<file path="src/rtl/core/hrp_pkg.sv">
// Shared types and codes for the HTTP request byte parser.
// No dependencies; imported by every module of the block.
package hrp_pkg;

	typedef enum logic [2:0] {
		PH_METHOD  = 3'd0,
		PH_PATH    = 3'd1,
		PH_QUERY   = 3'd2,
		PH_VERSION = 3'd3,
		PH_NAME    = 3'd4,
		PH_VALUE   = 3'd5,
		PH_BODY    = 3'd6,
		PH_BAD     = 3'd7
	} phase_t;

	localparam logic [3:0] ROLE_METHOD  = 4'd0;
	localparam logic [3:0] ROLE_PATH    = 4'd1;
	localparam logic [3:0] ROLE_QUERY   = 4'd2;
	localparam logic [3:0] ROLE_VERSION = 4'd3;
	localparam logic [3:0] ROLE_NAME    = 4'd4;
	localparam logic [3:0] ROLE_VALUE   = 4'd5;
	localparam logic [3:0] ROLE_BODY    = 4'd6;
	localparam logic [3:0] ROLE_DELIM   = 4'd7;
	localparam logic [3:0] ROLE_EXCESS  = 4'd8;

	localparam logic [2:0] ST_OK         = 3'd0;
	localparam logic [2:0] ST_LINE_INC   = 3'd1;
	localparam logic [2:0] ST_LINE_BAD   = 3'd2;
	localparam logic [2:0] ST_BODY_SHORT = 3'd3;
	localparam logic [2:0] ST_HDR_UNTERM = 3'd4;

	localparam logic [7:0] CH_CR    = 8'h0D;
	localparam logic [7:0] CH_LF    = 8'h0A;
	localparam logic [7:0] CH_SP    = 8'h20;
	localparam logic [7:0] CH_TAB   = 8'h09;
	localparam logic [7:0] CH_QMARK = 8'h3F;
	localparam logic [7:0] CH_COLON = 8'h3A;
	localparam logic [7:0] CH_PLUS  = 8'h2B;
	localparam logic [7:0] CH_MINUS = 8'h2D;
	localparam logic [7:0] CH_ZERO  = 8'h30;
	localparam logic [7:0] CH_NINE  = 8'h39;

	// one tagged byte as it travels through the queue
	typedef struct packed {
		logic [7:0]  data;
		logic [3:0]  role;
		logic        first;
		logic        drop;
		logic        fin;
		logic [2:0]  status;
		logic        ka;
		logic [31:0] cl;
		logic [31:0] bl;
	} res_t;

endpackage

</file>
<file path="src/rtl/core/hrp_front.sv">
// Front end: parse state and byte classification, up to two results per byte.
// Depends on hrp_pkg.
module hrp_front import hrp_pkg::*; #(
	parameter int LENGTH_VALUE_MAX_BYTES = 31,
	parameter int COUNTER_BITS = 32
) (
	input  logic       clk,
	input  logic       arst_n,
	input  logic       in_valid,
	input  logic       room2,
	input  logic [7:0] data_byte,
	input  logic       last_byte,
	output logic       in_ready,
	output logic [1:0] push_n,
	output res_t       push_r0,
	output res_t       push_r1
);

	typedef struct packed {
		phase_t                  phase;
		logic                    held_cr;
		logic [15:0]             fc;
		logic [1:0]              nmf;
		logic                    cm;
		logic                    vs;
		logic [31:0]             acc;
		logic                    neg;
		logic [31:0]             lval;
		logic                    ka;
		logic [COUNTER_BITS-1:0] bc;
		logic                    qs;
		logic [1:0]              np;
	} fst_t;

	localparam fst_t ST_RST = '{phase: PH_METHOD, held_cr: 1'b0, fc: 16'd0, nmf: 2'b11,
		cm: 1'b1, vs: 1'b0, acc: 32'd0, neg: 1'b0, lval: 32'hFFFF_FFFF, ka: 1'b1,
		bc: '0, qs: 1'b0, np: 2'd0};

	function automatic logic [7:0] lower(input logic [7:0] c);
		return (c >= 8'h41 && c <= 8'h5A) ? c + 8'd32 : c;
	endfunction

	function automatic logic [7:0] cl_char(input logic [3:0] i);
		case (i)
			4'd0: return "c";
			4'd1: return "o";
			4'd2: return "n";
			4'd3: return "t";
			4'd4: return "e";
			4'd5: return "n";
			4'd6: return "t";
			4'd7: return "-";
			4'd8: return "l";
			4'd9: return "e";
			4'd10: return "n";
			4'd11: return "g";
			4'd12: return "t";
			4'd13: return "h";
			default: return 8'h00;
		endcase
	endfunction

	function automatic logic [7:0] conn_char(input logic [3:0] i);
		case (i)
			4'd0: return "c";
			4'd1: return "o";
			4'd2: return "n";
			4'd3: return "n";
			4'd4: return "e";
			4'd5: return "c";
			4'd6: return "t";
			4'd7: return "i";
			4'd8: return "o";
			4'd9: return "n";
			default: return 8'h00;
		endcase
	endfunction

	function automatic logic [7:0] close_char(input logic [2:0] i);
		case (i)
			3'd0: return "c";
			3'd1: return "l";
			3'd2: return "o";
			3'd3: return "s";
			3'd4: return "e";
			default: return 8'h00;
		endcase
	endfunction

	function automatic logic [31:0] sat_bc(input logic [COUNTER_BITS-1:0] bc);
		logic [63:0] w;
		w = 64'(bc);
		return (|w[63:32]) ? 32'hFFFF_FFFF : w[31:0];
	endfunction

	function automatic res_t base_res(input fst_t s, input logic [7:0] b);
		res_t r;
		r.data = b; r.role = ROLE_DELIM; r.first = 1'b0; r.drop = 1'b0; r.fin = 1'b0;
		r.status = ST_OK; r.ka = s.ka; r.cl = s.lval; r.bl = sat_bc(s.bc);
		return r;
	endfunction

	function automatic void classify(input fst_t s, input logic [7:0] b,
			output fst_t ns, output res_t r);
		logic [7:0]  lb;
		logic        dat;
		logic        pos;
		logic        is_body;
		logic        digit;
		logic        space;
		logic [35:0] m;
		ns = s;
		lb = lower(b);
		dat = 1'b0;
		r = base_res(s, b);
		digit = b >= CH_ZERO && b <= CH_NINE;
		space = b == CH_SP || (b >= 8'd9 && b <= 8'd13);
		case (s.phase)
			PH_METHOD: begin
				if (b == CH_SP) begin
					ns.phase = PH_PATH; ns.fc = '0;
				end else begin
					dat = 1'b1; r.role = ROLE_METHOD;
				end
			end
			PH_PATH, PH_QUERY: begin
				if (b == CH_SP) begin
					ns.phase = PH_VERSION; ns.fc = '0;
				end else if (s.phase == PH_PATH && b == CH_QMARK && !s.qs) begin
					ns.qs = 1'b1; ns.phase = PH_QUERY; ns.fc = '0;
				end else begin
					dat = 1'b1; r.role = {1'b0, s.phase};
				end
			end
			PH_VERSION: begin
				dat = 1'b1; r.role = ROLE_VERSION;
			end
			PH_NAME: begin
				if (b == CH_COLON) begin
					ns.nmf = {s.nmf[1] && s.fc == 16'd10, s.nmf[0] && s.fc == 16'd14};
					ns.phase = PH_VALUE; ns.fc = '0; ns.vs = 1'b0; ns.cm = 1'b1;
					ns.acc = '0; ns.neg = 1'b0; ns.np = 2'd0;
				end else begin
					if (s.fc >= 16'd14 || lb != cl_char(s.fc[3:0])) ns.nmf[0] = 1'b0;
					if (s.fc >= 16'd10 || lb != conn_char(s.fc[3:0])) ns.nmf[1] = 1'b0;
					dat = 1'b1; r.role = ROLE_NAME;
				end
			end
			PH_VALUE: begin
				if (!(!s.vs && (b == CH_SP || b == CH_TAB))) begin
					ns.vs = 1'b1;
					if (s.fc >= 16'd5 || lb != close_char(s.fc[2:0])) ns.cm = 1'b0;
					// strtol-style scan: blanks, sign, digits, then stop
					if (s.np == 2'd0 && space) begin
						ns.np = s.np;
					end else if (s.np == 2'd0 && (b == CH_PLUS || b == CH_MINUS)) begin
						ns.neg = b == CH_MINUS; ns.np = 2'd1;
					end else if (s.np != 2'd3 && digit) begin
						m = {s.acc, 3'b000} + {2'b00, s.acc, 1'b0} + 36'(b - CH_ZERO);
						ns.acc = (m > 36'h0_8000_0000) ? 32'h8000_0000 : m[31:0];
						ns.np = 2'd2;
					end else begin
						ns.np = 2'd3;
					end
					dat = 1'b1; r.role = ROLE_VALUE;
				end
			end
			PH_BODY: begin
				pos = !s.lval[31] && s.lval != 32'd0;
				is_body = pos ? (64'(s.bc) < {32'd0, s.lval})
					: (s.lval[31] && s.lval != 32'hFFFF_FFFF);
				if (is_body) begin
					r.role = ROLE_BODY; r.first = s.bc == '0;
					if (s.bc != '1) ns.bc = s.bc + 1'b1;
				end else begin
					r.role = ROLE_EXCESS;
				end
			end
			default: r.role = ROLE_EXCESS;
		endcase
		if (dat) begin
			r.first = s.fc == '0;
			if (s.fc != 16'hFFFF) ns.fc = s.fc + 16'd1;
		end
	endfunction

	function automatic void close_line(input fst_t s, output fst_t ns,
			output res_t ra, output res_t rb);
		logic drop;
		ns = s;
		drop = 1'b0;
		if (s.phase <= PH_VERSION) begin
			if (s.phase == PH_VERSION && s.fc >= 16'd6) begin
				ns.phase = PH_NAME; ns.fc = '0; ns.nmf = 2'b11;
			end else begin
				ns.phase = PH_BAD;
			end
		end else if (s.phase == PH_NAME) begin
			if (s.fc == '0) begin
				ns.phase = PH_BODY;
			end else begin
				drop = 1'b1; ns.fc = '0; ns.nmf = 2'b11;
			end
		end else begin
			if (s.nmf[0] && s.fc <= 16'(LENGTH_VALUE_MAX_BYTES)) begin
				if (s.neg) ns.lval = 32'd0 - s.acc;
				else ns.lval = s.acc[31] ? 32'h7FFF_FFFF : s.acc;
			end
			if (s.nmf[1] && s.fc == 16'd5 && s.cm) ns.ka = 1'b0;
			ns.phase = PH_NAME; ns.fc = '0; ns.nmf = 2'b11;
		end
		ra = base_res(ns, CH_CR);
		rb = base_res(ns, CH_LF);
		rb.drop = drop;
	endfunction

	fst_t       st_q;
	fst_t       nxt;
	logic [1:0] n;
	logic       accept;

	assign in_ready = room2;
	assign accept   = in_valid && room2;

	always_comb begin
		fst_t       s1;
		fst_t       s2;
		res_t       ra;
		res_t       rb;
		logic       lf;
		logic [2:0] st;
		s1 = st_q;
		s2 = st_q;
		ra = base_res(st_q, data_byte);
		rb = ra;
		push_r0 = ra;
		push_r1 = ra;
		n = 2'd0;
		lf = 1'b0;
		st = ST_OK;
		// a held CR resolves now: line end on LF, else a plain byte
		if (st_q.held_cr) begin
			s1.held_cr = 1'b0;
			if (data_byte == CH_LF) begin
				close_line(s1, s2, ra, rb);
				s1 = s2; push_r0 = ra; push_r1 = rb; n = 2'd2; lf = 1'b1;
			end else begin
				classify(s1, CH_CR, s2, ra);
				s1 = s2; push_r0 = ra; n = 2'd1;
			end
		end
		if (!lf) begin
			if (data_byte == CH_CR && !last_byte && s1.phase <= PH_VALUE) begin
				s1.held_cr = 1'b1;
			end else begin
				classify(s1, data_byte, s2, ra);
				s1 = s2;
				if (n == 2'd0) push_r0 = ra;
				else push_r1 = ra;
				n = n + 2'd1;
			end
		end
		if (last_byte) begin
			if (s1.phase <= PH_VERSION) st = ST_LINE_INC;
			else if (s1.phase == PH_BAD) st = ST_LINE_BAD;
			else if (s1.phase != PH_BODY) st = ST_HDR_UNTERM;
			else if (!s1.lval[31] && s1.lval != 32'd0 && 64'(s1.bc) < {32'd0, s1.lval})
				st = ST_BODY_SHORT;
			else st = ST_OK;
			if (n == 2'd2) begin
				push_r1.fin = 1'b1; push_r1.status = st;
			end else begin
				push_r0.fin = 1'b1; push_r0.status = st;
			end
			s1 = ST_RST;
		end
		nxt = s1;
	end

	assign push_n = accept ? n : 2'd0;

	always_ff @(posedge clk or negedge arst_n) begin
		if (!arst_n) begin
			st_q <= ST_RST;
		end else if (accept) begin
			st_q <= nxt;
		end
	end

endmodule

</file>
<file path="src/rtl/core/hrp_fifo.sv">
// Four-entry result queue: up to two pushes and one pop per cycle.
// Depends on hrp_pkg.
module hrp_fifo import hrp_pkg::*; (
	input  logic       clk,
	input  logic       arst_n,
	input  logic [1:0] push_n,
	input  res_t       push_r0,
	input  res_t       push_r1,
	input  logic       pop,
	output logic       room2,
	output logic       not_empty,
	output logic [2:0] count,
	output res_t       head
);

	res_t       mem [4];
	logic [1:0] wp_q;
	logic [1:0] rp_q;
	logic [2:0] cnt_q;

	assign room2     = cnt_q <= 3'd2;
	assign not_empty = cnt_q != 3'd0;
	assign count     = cnt_q;
	assign head      = mem[rp_q];

	always_ff @(posedge clk) begin
		if (push_n != 2'd0) mem[wp_q] <= push_r0;
		if (push_n == 2'd2) mem[wp_q + 2'd1] <= push_r1;
	end

	always_ff @(posedge clk or negedge arst_n) begin
		if (!arst_n) begin
			wp_q  <= 2'd0;
			rp_q  <= 2'd0;
			cnt_q <= 3'd0;
		end else begin
			wp_q  <= wp_q + push_n;
			rp_q  <= rp_q + {1'b0, pop};
			cnt_q <= cnt_q + {1'b0, push_n} - {2'b00, pop};
		end
	end

endmodule

</file>
<file path="src/rtl/core/http_request_byte_parser.sv">
// HTTP request byte parser, top level: front parser, result queue, output ports.
// Results are registered in the queue before they appear (a CR waits for the next byte).
// Throughput: one byte per cycle while in_ready is high; a byte may yield two results
//   (CR LF pair, or a released CR plus the new byte), drained one per cycle while out_ready
//   is high from the 4-entry queue. Input ready drops while the queue holds over two results.
// Reset (arst_n low, asynchronous) empties the queue and returns the parser to the method field.
module http_request_byte_parser import hrp_pkg::*; #(
	parameter int LENGTH_VALUE_MAX_BYTES = 31,
	parameter int COUNTER_BITS = 32
) (
	input  logic               clk,
	input  logic               arst_n,
	input  logic               in_valid,
	output logic               in_ready,
	input  logic [7:0]         data_byte,
	input  logic               last_byte,
	output logic               out_valid,
	input  logic               out_ready,
	output logic [7:0]         out_byte,
	output logic [3:0]         role,
	output logic               field_first,
	output logic               drop_line,
	output logic               final_res,
	output logic [2:0]         status,
	output logic               conn_persist,
	output logic signed [31:0] req_length,
	output logic [31:0]        body_length
);

	logic       room2;
	logic [1:0] push_n;
	res_t       push_r0;
	res_t       push_r1;
	logic       pop;
	logic [2:0] count;
	res_t       head;

	// front: classifies each beat, may produce up to two results
	hrp_front #(
		.LENGTH_VALUE_MAX_BYTES(LENGTH_VALUE_MAX_BYTES),
		.COUNTER_BITS(COUNTER_BITS)
	) u_front (
		.clk(clk),
		.arst_n(arst_n),
		.in_valid(in_valid),
		.room2(room2),
		.data_byte(data_byte),
		.last_byte(last_byte),
		.in_ready(in_ready),
		.push_n(push_n),
		.push_r0(push_r0),
		.push_r1(push_r1)
	);

	// back: queue head drives the output channel directly
	hrp_fifo u_fifo (
		.clk(clk),
		.arst_n(arst_n),
		.push_n(push_n),
		.push_r0(push_r0),
		.push_r1(push_r1),
		.pop(pop),
		.room2(room2),
		.not_empty(out_valid),
		.count(count),
		.head(head)
	);

	assign pop          = out_valid && out_ready;
	assign out_byte     = head.data;
	assign role         = head.role;
	assign field_first  = head.first;
	assign drop_line    = head.drop;
	assign final_res    = head.fin;
	assign status       = head.status;
	assign conn_persist = head.ka;
	assign req_length   = $signed(head.cl);
	assign body_length  = head.bl;

	// queue occupancy tracks pushes and pops exactly
	a_count: assert property (@(posedge clk) disable iff (!arst_n)
		count == $past(count) + {1'b0, $past(push_n)} - {2'b00, $past(pop)})
		else $error("queue count mismatch");

	// never overfill
	a_room: assert property (@(posedge clk) disable iff (!arst_n)
		push_n == 2'd2 |-> count <= 3'd2)
		else $error("queue overfill");

	// status is only carried by the closing result
	a_status: assert property (@(posedge clk) disable iff (!arst_n)
		out_valid && !final_res |-> status == ST_OK)
		else $error("status on non-final result");

	// delimiters never open a field
	a_delim: assert property (@(posedge clk) disable iff (!arst_n)
		out_valid && (role == ROLE_DELIM || role == ROLE_EXCESS) |-> !field_first)
		else $error("field_first on delimiter");

endmodule

</file>
<file path="config.mk">
export PLATFORM = sky130hd
export DESIGN_NAME = http_request_byte_parser
export DESIGN_NICKNAME = d
export VERILOG_FILES = /design/src/rtl/core/hrp_pkg.sv /design/src/rtl/core/hrp_front.sv /design/src/rtl/core/hrp_fifo.sv /design/src/rtl/core/http_request_byte_parser.sv
export SDC_FILE = /design/constraint.sdc
export NUM_CORES = 1
export LEC_CHECK = 0
export ABC_AREA = 0
export BUFFER_PORTS_ARGS = -buffer_cell sky130_fd_sc_hd__buf_2
export CAP_MARGIN = 0
export CORE_MARGIN = 1
export CORE_UTILIZATION = 35
export CTS_CLUSTER_SIZE = 24
export DETAILED_ROUTE_END_ITERATION = 8
export PLACE_DENSITY = 0.57
export SYNTH_ARGS = -nofsm -noshare
export SYNTH_HDL_FRONTEND = slang
export SYNTH_SLANG_ARGS = --single-unit
</file>
<file path="constraint.sdc">
create_clock -name clk -period 10.2 [get_ports clk]
set_clock_uncertainty 0.2 [all_clocks]
set_input_delay 1.02 -clock clk [delete_from_list [all_inputs] [get_ports clk]]
set_output_delay 1.02 -clock clk [all_outputs]
set_load 0.02 [all_outputs]
</file>
# Word level (Yosys, flattened, before mapping)
# Memories as Yosys holds them, arrays and structs flattened.
# Index checks and enable logic that the tools add are counted.
# totals
word_cells	319
ramBits	332
inputBits	13
reg_bits	132
mem_bits_ro	448
n_memories	5
out_inout_bits	85
# classes
n_reduce_logical	59
n_lt_le_gt_ge	22
add_sub_neg	15
eq_ne	48
mux	154
# mem_list
memory	depth	word_bits	read_ports	rd_clocked_by_memory_dff	wr	line	source
u_fifo.mem	4	83	1	0	2	hrp_fifo.sv:16	res_t mem [4];
(no name shown)	16	7	1	0	0	hrp_front.sv:44	case (i)
(no name shown)	16	7	1	0	0	hrp_front.sv:64	case (i)
(no name shown)	16	7	1	0	0	hrp_front.sv:44	
(no name shown)	16	7	1	0	0	hrp_front.sv:64	
# ops
op	n
$mux W83	9
$mux W125	4
$mux W32	11
$mux W8	22
$mux W16	8
$ne A32 B32 Y1 const B	4
$mux W121	1
$mux W33	3
$lt A32 B32 Y1	3
$reduce_bool A32 Y1	3
$mux W75	1
$mux W18	4
$mux W35	2
$pmux W35 S2	1
$pmux W7 S5	2
$add A32 B1 Y32 const B	2
$ge A16 B4 Y1 const B	4
$logic_not A32 Y1	2
$ge A16 B3 Y1 const B	3
$pmux W16 S3	1
$pmux W4 S6	2
$eq A8 B6 Y1 const B	5
$mux W1	40
$mux W3	13
49 further kinds	148

# Longest topological paths before layout
# depth
ltp_word	33
ltp_mapped	41
mapped_depth_nobuf	36

# Hierarchy
# A second synthesis with hierarchy kept.
# unflattened
hier_cells	3252
area_unflattened_um2	35146.2
# modules_own_cells
module	instances	seq_area_each_um2	area_per_inst_um2	cells_per_inst
hrp_front	1	3173.0	18184.9	2411
hrp_fifo	1	10144.7	16955.0	840
http_request_byte_parser	1	0.0	6.3	1

# Worst setup path before layout
# OpenSTA, ideal clock, no wires.
# synth_timing
path_type	input -> register
start	input data_byte[4]
end	memory u_fifo.mem[1][0] in the netlist's numbering (enable)
cell_stages	14
required_time_ps	9352
path_buffers	3
t_arrival_ps	9548
path_slack_ps	-196
setup_ps	648
cell_sequence	clkbuf_1 inv_1 ha_1 nand4bb_1 nor3_1 inv_1 clkbuf_1 clkbuf_1 ha_1 nand2_1 a21o_1 nor2_1 nor2_1 a211oi_1
# synth_lines
element	line	source
start: declaration	http_request_byte_parser.sv:15	input logic [7:0] data_byte,
end: declaration	hrp_fifo.sv:16	

==> results_dict.tcl <==
set metrics [dict create \
    status "completed" \
    power_density_nw_per_um2 186 \
    cts_tree "yes" \
    coreArea_um2 91500 \
    worst_pin_slew_ns 1.24 \
    overflow 0 \
    worstSkewPairLatency_ns 0.64 \
    clkTransAtPathRegs_ns 0.07 \
    maxSlewHeadroom_pct 17.2 \
    fin_crit_ns 9.64 \
    dr.first_iter.drc_count 2845 \
    r2r_cells 34 \
    grt_pass1_wl_um 165000 \
    regToRegStartpoint "u_front.st_q[61]" \
    tns_ns 0 \
    r2r-end "u_fifo.mem[3][65]" \
    firstDrtPassIters 6 \
    hold_violations 0 \
    critical_path_buf_inv_count 2 \
    required_ns 10.45 \
    switchingPower_mw 2.55 \
    finalPower_mw 6.78 \
    critPathMaxStageDelay_ns 0.75 \
    arrival_ns 9.89 \
    swShare_pct 37.6 \
    grt_max_degree 71 \
    p_leak_nw 13.9 \
    synth-edff-count 332 \
    crit_end "u_fifo.mem[3][65]" \
    cp_num_cells 34 \
    synth_top_area_cell "edfxtp_1" \
    clkPwrFrac_pct 28.2 \
    setup_viol 0 \
    fmax_ghz 0.104 \
    drive_gt1_share_pct 15.8 \
    synth-seq-cells 464 \
    drt_wl_total_um 108000 \
    endpoint_kind "flop" \
    critPathKind "reg -> reg" \
    wl_per_cell_um 23.4 \
    port-buffer-count 97 \
    cts-root-buf "clkbuf_16" \
    dpl.hpwl_um 79200 \
    maxSlewViolCount 0 \
    ys.flop_type "edfxtp_1" \
    vias_per_cell 5.89 \
    antenna_found_initial 3 \
    synth.most_common_cell "edfxtp_1" \
    syn_inst 3267 \
    ios 98 \
    hp-class "in -> async" \
    grt_pass1_vias 26100 \
    synth_area_um2 32300 \
    internal_power_mw 4.23 \
    n_antenna_cell 0 \
    cts_sinks 464 \
    cts_buffers 53 \
    cts_buffer_depth 3 \
    ys.warnings.count 0 \
    cpLargestDelayFamily "simple AND/OR/NAND/NOR gates" \
    dieArea_um2 93600 \
    start_util_pct 35.3 \
    syn_area_per_cell_um2 9.89 \
    pre_cts_ws_ns 0.476 \
    synthArstFlopShare_pct 28.4 \
    gp_congestion 0.957 \
    post-route-drc-count 0 \
    row_count 111 \
    nNetsFinal 3569 \
    ant_nets 0 \
    p_comb_share_pct 34.1 \
    synth_area_leaders "edfxtp_1, dfrtp_1, ha_1" \
    ys_top_cells_by_count "edfxtp_1, nand2_1, nor2_1" \
    cp_max_fo 22 \
    yosysTopAreaCellShare_pct 30.8 \
    synth_cell_types 109 \
    fin_crit_sh_pct 94.6 \
    gr-usage-all-layers_pct 22.8 \
    areaGrowthSynthToFinish_pct 12.5 \
    syn_nets 3470 \
    die_h_um 306 \
    rrSetupSlack_ns 0.56 \
    crit_slowest_cell "nor3_1" \
    ir_worst_vdd_uv 129 \
    cp-startpoint "u_front.st_q[61]" \
    cp-start-kind "flop" \
    worst_slack_ns 0.555 \
    ys_seq_area_share_pct 41.2 \
    htree_levels 2 \
    seq_power_share_pct 37.7 \
    maxCapViolations 0 \
    die_x_um 306 \
    vias 27100 \
    rsz0062_at_grt "false" \
]
[power by group through the flow]
stage	registers (mW)	logic [mW]	clock network, mW
after global placement	2.59	2.32	0
after global routing	2.58	2.50	2.01
final	2.56	2.31	1.91
after detailed placement	2.59	2.32	0
after floorplan	2.52	1.62	0
after CTS	2.56	2.33	1.95
[layout make-up]
type / instances / area, um2
inverters: 199 / 747
clock inverters: 31 / 283
repair buffers: 231 / 1500
fillers: 8994 / 55200
well taps: 1186 / 1480
flip-flops and latches: 464 / 13300
clock buffers: 69 / 1440
multi-input cells: 2417 / 17600
[registers in the layout, indices dropped and copies added (netlist names)]
signal	count
u_fifo.count	3
u_fifo.rp_q	2
u_fifo.mem	332
u_fifo.wp_q	2
u_front.st_q	125
[how the worst min path moves through the flow]
stage	start	endpoint	slack, ns	depth (start not counted)
final	arst_n	u_fifo.count[0]	0.08	1
after detailed placement	u_fifo.count[2]	u_fifo.count[2]	0.29	1
after global routing	arst_n	u_fifo.count[0]	0.1	1
after CTS	arst_n	u_fifo.count[0]	0.08	1
after global placement	u_fifo.count[2]	u_fifo.count[2]	0.28	1
after floorplan	u_fifo.count[2]	u_fifo.count[2]	0.26	1
[timing repair]
| item | 4_1_cts | 5_1_grt |
|---|---|---|
| buffers inserted | 0 | 0 |
| setup endpoints to repair | 0 | 8 |
| hold buffers | 0 | 0 |
| resized for setup | 0 | 2 |
| hold endpoints to repair | 0 | 0 |
[cells in the final DEF (no fill, tap or decap), types with 26 or more instances in the layout]
cell,count
buf_2,96
buf_4,134
ha_1,158
nor4_1,53
fa_1,32
mux2i_1,26
or3_1,29
and3_1,36
nand4_1,68
o211ai_1,34
xnor2_1,141
clkbuf_16,53
a21o_1,36
a211oi_1,26
dfstp_2,36
a22oi_1,50
a21oi_1,167
edfxtp_1,332
xor2_1,42
nand2_1,308
a31oi_1,30
nor2_1,267
and2_1,35
mux4_2,83
or4_1,27
inv_1,189
nor3_1,112
o21ai_0,160
nand2b_1,28
dfrtp_1,94
nand3_1,99
[kinds of logic (layout without fill, tap and decap cells)]
logic type               Yosys count  after routing  synth area share, %
multiplexers                     124            124                 7.11
flip-flops                       464            464                 41.2
AO/OA/AOI/OAI                    745            745                 15.4
AND/OR/NAND/NOR                 1173           1173                 18.5
buffers and inverters            386            530                 4.68
adder cells (fa/ha/maj)          191            191                 8.13
XOR/XNOR                         184            184                 5.01
[through the flow]
| stage | instances | util (%) | cell area, um2 | hold slack, ns |
|---|---|---|---|---|
| final | 4597 | 39.7 | 36400 | 0.0848 |
| after global routing | 4597 | 39.7 | 36400 | 0.0962 |
| after CTS | 4597 | 39.7 | 36400 | 0.0819 |
| after detailed placement | 4497 | 37.8 | 34600 | 0.290 |
| after global placement | 4497 | 37.8 | 34600 | 0.279 |
| after floorplan | 3267 | - | 32300 | 0.262 |
[layer usage]
metal | GRT usage [%] | wire, um | vias to the layer above
met5 | 0 | 13 | -
met4 | 7.64 | 3990 | 2
li1 | - | - | 12500
met1 | 30.9 | 45600 | 13300
met2 | 37.5 | 50800 | 1110
met3 | 2.93 | 7320 | 221
No activity file was read; power rests on OpenSTA's default activity.
